[src/rtl/core/sdtq_pkg.sv]
// ---------------------------------------------------------------------------
// sdtq_pkg: shared constants for the sorted deadline timer queue
// Command codes, field widths and result constants.
// ---------------------------------------------------------------------------
package sdtq_pkg;

	localparam int TIME_W = 48;
	localparam int DUR_W  = 32;
	localparam int CMD_W  = 3;

	localparam logic [CMD_W-1:0] CMD_REGISTER   = 3'd0;
	localparam logic [CMD_W-1:0] CMD_UNREGISTER = 3'd1;
	localparam logic [CMD_W-1:0] CMD_QUERY      = 3'd2;
	localparam logic [CMD_W-1:0] CMD_POP        = 3'd3;
	localparam logic [CMD_W-1:0] CMD_CLEAR      = 3'd4;

	localparam logic [TIME_W-1:0] TIME_MAX      = {TIME_W{1'b1}};
	localparam logic [DUR_W-1:0]  WAIT_INFINITE = 32'hFFFF_FFFF;
	localparam logic [DUR_W-1:0]  MAX_WAIT      = 32'hFFFF_FFFE;

endpackage

[src/rtl/core/sorted_deadline_timer_queue.sv]
// ---------------------------------------------------------------------------
// sorted_deadline_timer_queue: timers sorted by deadline in one memory
// Register, unregister, query, pop and clear over a deadline-ordered store.
// ---------------------------------------------------------------------------
// Usage:
//   s_axis carries one command per transfer; m_axis returns one result per
//   command, in order. Time (now_ms) comes with every command.
//   Entries live in a synchronous memory (one read, one write port,
//   registered read). Register scans from the tail toward the head,
//   moving each later entry up one slot until the insert point is found.
//   Unregister scans from the head for the id, then shifts the rest down.
//   Pop shifts all entries down. Each scan or shift step is a read
//   followed by a write, and the finished result is then loaded into
//   the output register. Query reads only the head entry; clear,
//   unknown codes, a full register and an empty unregister or pop go
//   straight to the done state. The next command is taken once the
//   sequencer has handed its result to the output register and is idle.
//   The result sits in an output register until m_axis_tready takes it;
//   meanwhile the sequencer may finish one more command and then holds in
//   its last state, so a stalled receiver blocks the command after that.
//   Reset empties the queue (count to zero); memory contents are not cleared.
// ---------------------------------------------------------------------------
module sorted_deadline_timer_queue #(
	parameter int DEPTH    = 16,
	parameter int ID_WIDTH = 8
) (
	input  logic         clk,
	input  logic         arst_n,
	input  logic         s_axis_tvalid,
	output logic         s_axis_tready,
	// [2:0] command, [10:3] timer_id, [42:11] duration_ms, [90:43] now_ms
	input  logic [95:0]  s_axis_tdata,
	output logic         m_axis_tvalid,
	input  logic         m_axis_tready,
	// [0] ok, [8:1] popped_id, [40:9] timeout_ms
	output logic [47:0]  m_axis_tdata
);

	localparam int AW = (DEPTH > 1) ? $clog2(DEPTH) : 1;
	localparam int CW = $clog2(DEPTH + 1);
	localparam int TW = sdtq_pkg::TIME_W;
	localparam int DW = sdtq_pkg::DUR_W;

	// sequencer states
	localparam logic [2:0] ST_IDLE = 3'd0;
	localparam logic [2:0] ST_REG  = 3'd1;
	localparam logic [2:0] ST_FIND = 3'd2;
	localparam logic [2:0] ST_SHD  = 3'd3;
	localparam logic [2:0] ST_QRY  = 3'd4;
	localparam logic [2:0] ST_DONE = 3'd5;

	typedef struct packed {
		logic [TW-1:0]       dl;
		logic [ID_WIDTH-1:0] id;
	} entry_t;

	entry_t mem [DEPTH];

	logic [2:0]          state_q;
	logic                phase_q;      // 0: issue read, 1: data back
	logic [CW-1:0]       count_q;
	logic [CW-1:0]       idx_q;
	logic [2:0]          cmd_q;
	logic [ID_WIDTH-1:0] id_q;
	logic [TW-1:0]       now_q;
	logic [TW-1:0]       end_q;
	entry_t              rd_q;
	logic                ok_q;
	logic [7:0]          pid_q;
	logic [DW-1:0]       wait_q;
	logic                ovalid_q;
	logic [47:0]         out_q;

	logic                we;
	logic [AW-1:0]       waddr;
	entry_t              wdata;
	logic [AW-1:0]       raddr;
	logic                load_out;

	// input field split
	logic [2:0]          in_cmd;
	logic [ID_WIDTH-1:0] in_id;
	logic [DW-1:0]       in_dur;
	logic [TW-1:0]       in_now;
	logic [TW:0]         sum;

	assign in_cmd = s_axis_tdata[2:0];
	assign in_id  = ID_WIDTH'(s_axis_tdata[3 +: ((ID_WIDTH < 8) ? ID_WIDTH : 8)]);
	assign in_dur = s_axis_tdata[42:11];
	assign in_now = s_axis_tdata[90:43];
	assign sum    = {1'b0, in_now} + {17'd0, in_dur};

	// finished result moves to the output register once it is free
	assign load_out      = (state_q == ST_DONE) && (!ovalid_q || m_axis_tready);
	assign s_axis_tready = (state_q == ST_IDLE);
	assign m_axis_tvalid = ovalid_q;
	assign m_axis_tdata  = out_q;

	// memory: one write port, one registered read port
	always_ff @(posedge clk) begin
		if (we) mem[waddr] <= wdata;
		rd_q <= mem[raddr];
	end

	// read address follows the scan index
	always_comb begin
		raddr = idx_q[AW-1:0];
		if (state_q == ST_REG) raddr = AW'(idx_q - CW'(1));
		if (state_q == ST_SHD) raddr = AW'(idx_q + CW'(1));
	end

	// write port: shift one entry or place the new one
	always_comb begin
		we    = 1'b0;
		waddr = idx_q[AW-1:0];
		wdata = rd_q;
		if (phase_q) begin
			unique case (state_q)
				ST_REG: begin
					we = 1'b1;
					if (idx_q != '0 && rd_q.dl > end_q) begin
						wdata = rd_q;
					end else begin
						wdata.dl = end_q;
						wdata.id = id_q;
					end
				end
				ST_SHD: begin
					we = (idx_q + CW'(1)) < count_q;
				end
				ST_IDLE, ST_FIND, ST_QRY, ST_DONE: we = 1'b0;
				default: we = 1'b0;
			endcase
		end
	end

	// sequencer
	always_ff @(posedge clk or negedge arst_n) begin
		if (!arst_n) begin
			state_q  <= ST_IDLE;
			phase_q  <= 1'b0;
			count_q  <= '0;
			ovalid_q <= 1'b0;
			out_q    <= '0;
		end else begin
			if (load_out) begin
				ovalid_q <= 1'b1;
				out_q    <= {7'd0, wait_q, pid_q, ok_q};
			end else if (m_axis_tready) ovalid_q <= 1'b0;
			unique case (state_q)
				ST_IDLE: begin
					if (s_axis_tvalid && s_axis_tready) begin
						cmd_q   <= in_cmd;
						id_q    <= in_id;
						now_q   <= in_now;
						end_q   <= sum[TW] ? sdtq_pkg::TIME_MAX : sum[TW-1:0];
						ok_q    <= 1'b0;
						pid_q   <= '0;
						wait_q  <= '0;
						phase_q <= 1'b0;
						case (in_cmd)
							sdtq_pkg::CMD_REGISTER: begin
								if (count_q < CW'(DEPTH)) begin
									idx_q   <= count_q;
									state_q <= ST_REG;
								end else state_q <= ST_DONE;
							end
							sdtq_pkg::CMD_UNREGISTER: begin
								idx_q   <= '0;
								state_q <= (count_q == '0) ? ST_DONE : ST_FIND;
							end
							sdtq_pkg::CMD_POP: begin
								idx_q   <= '0;
								if (count_q != '0) begin
									ok_q    <= 1'b1;
									state_q <= ST_FIND;
								end else state_q <= ST_DONE;
							end
							sdtq_pkg::CMD_QUERY: begin
								idx_q   <= '0;
								ok_q    <= 1'b1;
								state_q <= ST_QRY;
							end
							sdtq_pkg::CMD_CLEAR: begin
								count_q <= '0;
								ok_q    <= 1'b1;
								state_q <= ST_DONE;
							end
							default: state_q <= ST_DONE;
						endcase
					end
				end
				ST_REG: begin
					phase_q <= !phase_q;
					if (phase_q) begin
						if (idx_q != '0 && rd_q.dl > end_q) begin
							idx_q <= idx_q - CW'(1);
						end else begin
							count_q <= count_q + CW'(1);
							ok_q    <= 1'b1;
							state_q <= ST_DONE;
						end
					end
				end
				ST_FIND: begin
					phase_q <= !phase_q;
					if (phase_q) begin
						if (cmd_q == sdtq_pkg::CMD_POP) begin
							pid_q   <= 8'(rd_q.id);
							state_q <= ST_SHD;
						end else if (rd_q.id == id_q) begin
							ok_q    <= 1'b1;
							state_q <= ST_SHD;
						end else if (idx_q + CW'(1) >= count_q) begin
							state_q <= ST_DONE;
						end else idx_q <= idx_q + CW'(1);
					end
				end
				ST_SHD: begin
					phase_q <= !phase_q;
					if (phase_q) begin
						if (idx_q + CW'(2) >= count_q) begin
							count_q <= count_q - CW'(1);
							state_q <= ST_DONE;
						end else idx_q <= idx_q + CW'(1);
					end
				end
				ST_QRY: begin
					phase_q <= !phase_q;
					if (phase_q) begin
						if (count_q == '0) wait_q <= sdtq_pkg::WAIT_INFINITE;
						else if (now_q >= rd_q.dl) wait_q <= '0;
						else if ((rd_q.dl - now_q) > {16'd0, sdtq_pkg::MAX_WAIT})
							wait_q <= sdtq_pkg::MAX_WAIT;
						else wait_q <= DW'(rd_q.dl - now_q);
						state_q <= ST_DONE;
					end
				end
				ST_DONE: begin
					if (load_out) state_q <= ST_IDLE;
				end
				default: state_q <= ST_IDLE;
			endcase
		end
	end

`ifndef ASSERT_OFF
	a_count_range: assert property (@(posedge clk) disable iff (!arst_n)
		count_q <= CW'(DEPTH)) else $error("count above depth");
	a_no_accept_busy: assert property (@(posedge clk) disable iff (!arst_n)
		(state_q != ST_IDLE) |-> !s_axis_tready) else $error("ready while busy");
	a_done_result: assert property (@(posedge clk) disable iff (!arst_n)
		(state_q == ST_DONE) |=> ovalid_q) else $error("result lost");
	a_pop_empty: assert property (@(posedge clk) disable iff (!arst_n)
		(state_q == ST_SHD) |-> (count_q != '0)) else $error("shift on empty queue");
`endif

endmodule

[config.mk]
export PLATFORM = sky130hd
export DESIGN_NAME = sorted_deadline_timer_queue
export DESIGN_NICKNAME = d
export VERILOG_FILES = /design/src/rtl/core/sdtq_pkg.sv /design/src/rtl/core/sorted_deadline_timer_queue.sv
export SDC_FILE = /design/constraint.sdc
export NUM_CORES = 2
export LEC_CHECK = 0
export ABC_AREA = 1
export BUFFER_PORTS_ARGS = -buffer_cell sky130_fd_sc_hd__buf_2
export CAP_MARGIN = 20
export CORE_ASPECT_RATIO = 2
export CORE_UTILIZATION = 60
export CTS_CLUSTER_DIAMETER = 30
export DETAILED_ROUTE_END_ITERATION = 10
export PLACE_DENSITY = 0.77
export SETUP_SLACK_MARGIN = 0.15
export SLEW_MARGIN = 30
export SYNTH_ARGS = -nofsm -noshare
export SYNTH_HDL_FRONTEND = slang
export SYNTH_SLANG_ARGS = --single-unit
[constraint.sdc]
create_clock -name clk -period 7.81 [get_ports clk]
set_input_delay 0 -clock clk [delete_from_list [all_inputs] [get_ports clk]]
set_output_delay 0 -clock clk [all_outputs]
set_load 0.02 [all_outputs]
==> results_dict.tcl <==
set metrics [dict create \
    place_area_um2 55790 \
    h-tree-depth 3 \
    grt_pass1_wl_um 233700 \
    finalWorstSetupSlack_ns 2.773 \
    grt.overflow.total 0 \
    p_clk_share_pct 22.7 \
    seqPwrFrac_pct 33.4 \
    rsz0062_at_grt "no" \
    post-cts-setup-buffers 0 \
    tightest_slew_ns 1.045 \
    fin_total_pwr_mw 26.27 \
    fp.dieW_um 213.4 \
    synth-compound-area-share_pct 8.867 \
    critPathRequiredTime_ns 8.18 \
    placedCellCount 6448 \
    netlist_area_um2 53650 \
    ys_seq_elements 1156 \
    globalplace.congestion 0.9858 \
    clk_pin_slew_worst_paths_ns 0.07 \
    antenna_left 0 \
    cts_buffer_depth 3 \
    hold_slack_ns -0.006438 \
    synth_mux_area_share_pct 0.8605 \
    slew_violations 0 \
    synthAdderAreaFrac_pct 3.587 \
    critPathCaptureType "register" \
    drtPass1Iterations 6 \
    io_buffers 137 \
    dp_hpwl_um 95980 \
    cap_violations 0 \
    reg2regPathDepth 16 \
    violations "negative hold slack" \
    rows 154 \
    power.density_nw_per_um2 427.6 \
    grt_pass1_vias 40435 \
    dieArea_um2 90690 \
    synth_top_family_by_area "simple AND/OR/NAND/NOR gates" \
    cts.sinks 1156 \
    status "complete, but fails checks" \
    netlist_instances 5252 \
    wire_per_inst_um 23.29 \
    die_h_um 424.9 \
    p_switching_mw 11.39 \
    crit_type "reg -> reg" \
    core-area_um2 88250 \
    cp-start-kind "register" \
    synth_ff_type "edfxtp_1" \
    track_usage_pct 35.18 \
    post-route-util_pct 69.62 \
    hold_depth 2 \
    seq_area_frac_synth_pct 63.18 \
    post-route-period-util_pct 64.49 \
    synth_xor_area_share_pct 0.4571 \
    fmax_mhz 198.5 \
    relSlewSlack_pct 30.34 \
    cts_tree "yes" \
    hp-class "in -> reg" \
    swShare_pct 43.36 \
    vdd_drop_max_mv 0.4672 \
    internal-power_mw 14.88 \
    area_growth_syn_to_layout_pct 14.51 \
    synth_edf_count 1049 \
    cts_buffers 119 \
    syn_area_per_cell_um2 10.22 \
    initial_utilization_pct 60.80 \
    via_count 41008 \
    setup_viol 0 \
    ios 150 \
    wirelength_um 158900 \
    synth-simple-area-share_pct 17.71 \
    clk_latency_ns 0.76 \
    design_area_um2 61440 \
    pre_cts_ws_ns 2.914 \
    ys_async_sr_fraction_pct 4.412 \
    synth_cell_types 59 \
    grt_antenna_before_repair 11 \
    p_leak_nw 24.06 \
    via_per_inst 6.010 \
    drive_above_1_share_pct 10.77 \
    cp.arrival_ns 5.41 \
    ys_warn_count 0 \
    fin_nets 5791 \
    grt_max_degree 214 \
    tns_ns 0 \
    min_period_ns 5.037 \
    hold_viol 1 \
    drt-initial-drc-count 4701 \
    post-route-drc-count 0 \
    clock_skew_ns 0.02963 \
    comb_power_share_pct 43.9 \
    crit_fanout 40 \
    final.fill_count 6253 \
    instances_no_fill 6823 \
    clock-root-buffer "clkbuf_16" \
]
synth_stat cells (3+ instances only):
cell type | n | area [um^2]
or2_2 | 24 | 150.1
o21a_1 | 11 | 82.58
nand3_1 | 312 | 1562
inv_2 | 21 | 78.83
nand3b_1 | 9 | 67.56
nor2_2 | 12 | 75.07
xnor2_1 | 9 | 78.83
nor4_1 | 5 | 31.28
buf_2 | 74 | 370.4
o21ai_1 | 93 | 465.5
a21oi_1 | 145 | 725.7
nand2_1 | 739 | 2774
a21boi_0 | 6 | 45.04
edfxtp_1 | 1049 | 31500
a21o_1 | 4 | 30.03
nand3_2 | 13 | 130.1
o21bai_1 | 11 | 82.58
inv_1 | 438 | 1644
clkbuf_1 | 103 | 386.6
mux2_2 | 41 | 461.7
xor2_1 | 19 | 166.4
dfrtp_1 | 51 | 1276
nor3_1 | 28 | 140.1
a211oi_1 | 5 | 37.54
a221oi_1 | 4 | 35.03
fa_1 | 3 | 60.06
nor2_1 | 1101 | 4133
buf_6 | 6 | 67.56
o21ai_0 | 459 | 2297
o211ai_1 | 6 | 45.04
nand4_1 | 40 | 250.2
dfxtp_1 | 56 | 1121
nand2_2 | 9 | 56.30
buf_1 | 9 | 33.78
ha_1 | 149 | 1864
buf_4 | 33 | 247.7
a31oi_1 | 127 | 794.5
cell usage in the layout (no fill, tap or decap), types with 95 or more instances in the layout:
cell / synthesis / final
dlygate4sd3_1: 0 / 140
a31oi_1: 127 / 127
a21oi_1: 145 / 145
buf_4: 33 / 104
buf_2: 74 / 137
clkbuf_16: 0 / 121
nand2_1: 739 / 737
o21ai_0: 459 / 455
edfxtp_1: 1049 / 1049
nor2_1: 1101 / 1087
inv_1: 438 / 435
o21ai_1: 93 / 95
nand3_1: 312 / 311
ha_1: 149 / 149
cell type report:
class                           instances  area [um^2]  area share (%)
Antenna cell                            7        17.52         0.02851
Timing Repair Buffer                  387         2988           4.863
Multi-Input combinational cell       3414        17110           27.85
Inverter                              461         1747           2.843
Tap cell                             1170         1464           2.383
Clock buffer                          141         3113           5.067
Sequential cell                      1156        33900           55.17
Clock inverter                         87         1102           1.794
cells by family (layout without fill, tap and decap cells):
| group | after synthesis | after routing |
|---|---|---|
| AND/OR/NAND/NOR | 2303 | 2303 |
| adder cells (fa/ha/maj) | 152 | 152 |
| AO/OA/AOI/OAI | 883 | 883 |
| flip-flops | 1156 | 1156 |
| XOR/XNOR | 28 | 28 |
| buffers and inverters | 688 | 1076 |
| multiplexers | 41 | 41 |
| other | 1 | 14 |
critical path: stages (launching register included):
cell and delay (ns):
edfxtp_1 0.54, ha_1 0.28, inv_1 0.19, nor2_1 0.09
inv_1 0.15, nand2_1 0.07, nand2_1 0.10, inv_1 0.05
ha_1 0.28, nand2_1 0.10, nor2_1 0.05, a2111oi_0 0.35
inv_1 0.11, a21oi_1 0.37, nand2_1 0.32, nor2_4 0.71
buf_4 0.82
layer usage:
metal,GRT usage [%],wire length [um]
met5,0,26
met4,24.87,11750
met3,6.699,15020
met2,58.55,78030
met1,40.56,54110
power groups by stage:
| stage | Sequential, mW | Combinational [mW] | Clock (mW) |
|---|---|---|---|
| detailed placement | 8.88 | 11.1 | 0 |
| CTS | 8.75 | 11.2 | 5.97 |
| floorplan | 8.96 | 7.35 | 0 |
| global placement | 8.85 | 10.8 | 0 |
| global route | 8.83 | 12.5 | 6.22 |
| finish | 8.77 | 11.5 | 5.96 |
registers in the layout, indices dropped and copies added, names as in the netlist:
register / cells
ok_q: 1
count_q: 5
mem: 896
cmd_q: 3
idx_q: 5
state_q: 3
id_q: 8
phase_q: 1
m_axis_tvalid: 1
rd_q: 56
now_q: 48
end_q: 48
pid_q: 8
m_axis_tdata: 41
wait_q: 32
repair_timing:
action | CTS | global route
gates resized for setup | 0 | 0
endpoints found under the hold margin | 177 | 1
hold buffers | 139 | 1
worst paths after layout:
check                                            start                            to  slack (ns)
worst max register to register      idx_q[0]$_DFFE_PP_         mem[12][18]$_DFFE_PP_        2.77
max in group asynchronous                       arst_n  m_axis_tdata[16]$_DFFE_PN0P_        6.81
worst min-delay path                  s_axis_tdata[48]            now_q[5]$_DFFE_PP_      -0.006
min in group asynchronous                       arst_n     m_axis_tvalid$_DFFE_PN0P_        0.31
worst max-delay path                idx_q[0]$_DFFE_PP_         mem[12][18]$_DFFE_PP_        2.77
worst min register to register  pid_q[4]$_SDFFCE_PN0P_   m_axis_tdata[5]$_DFFE_PN0P_        0.48
Power figures use the tool's default switching activity.
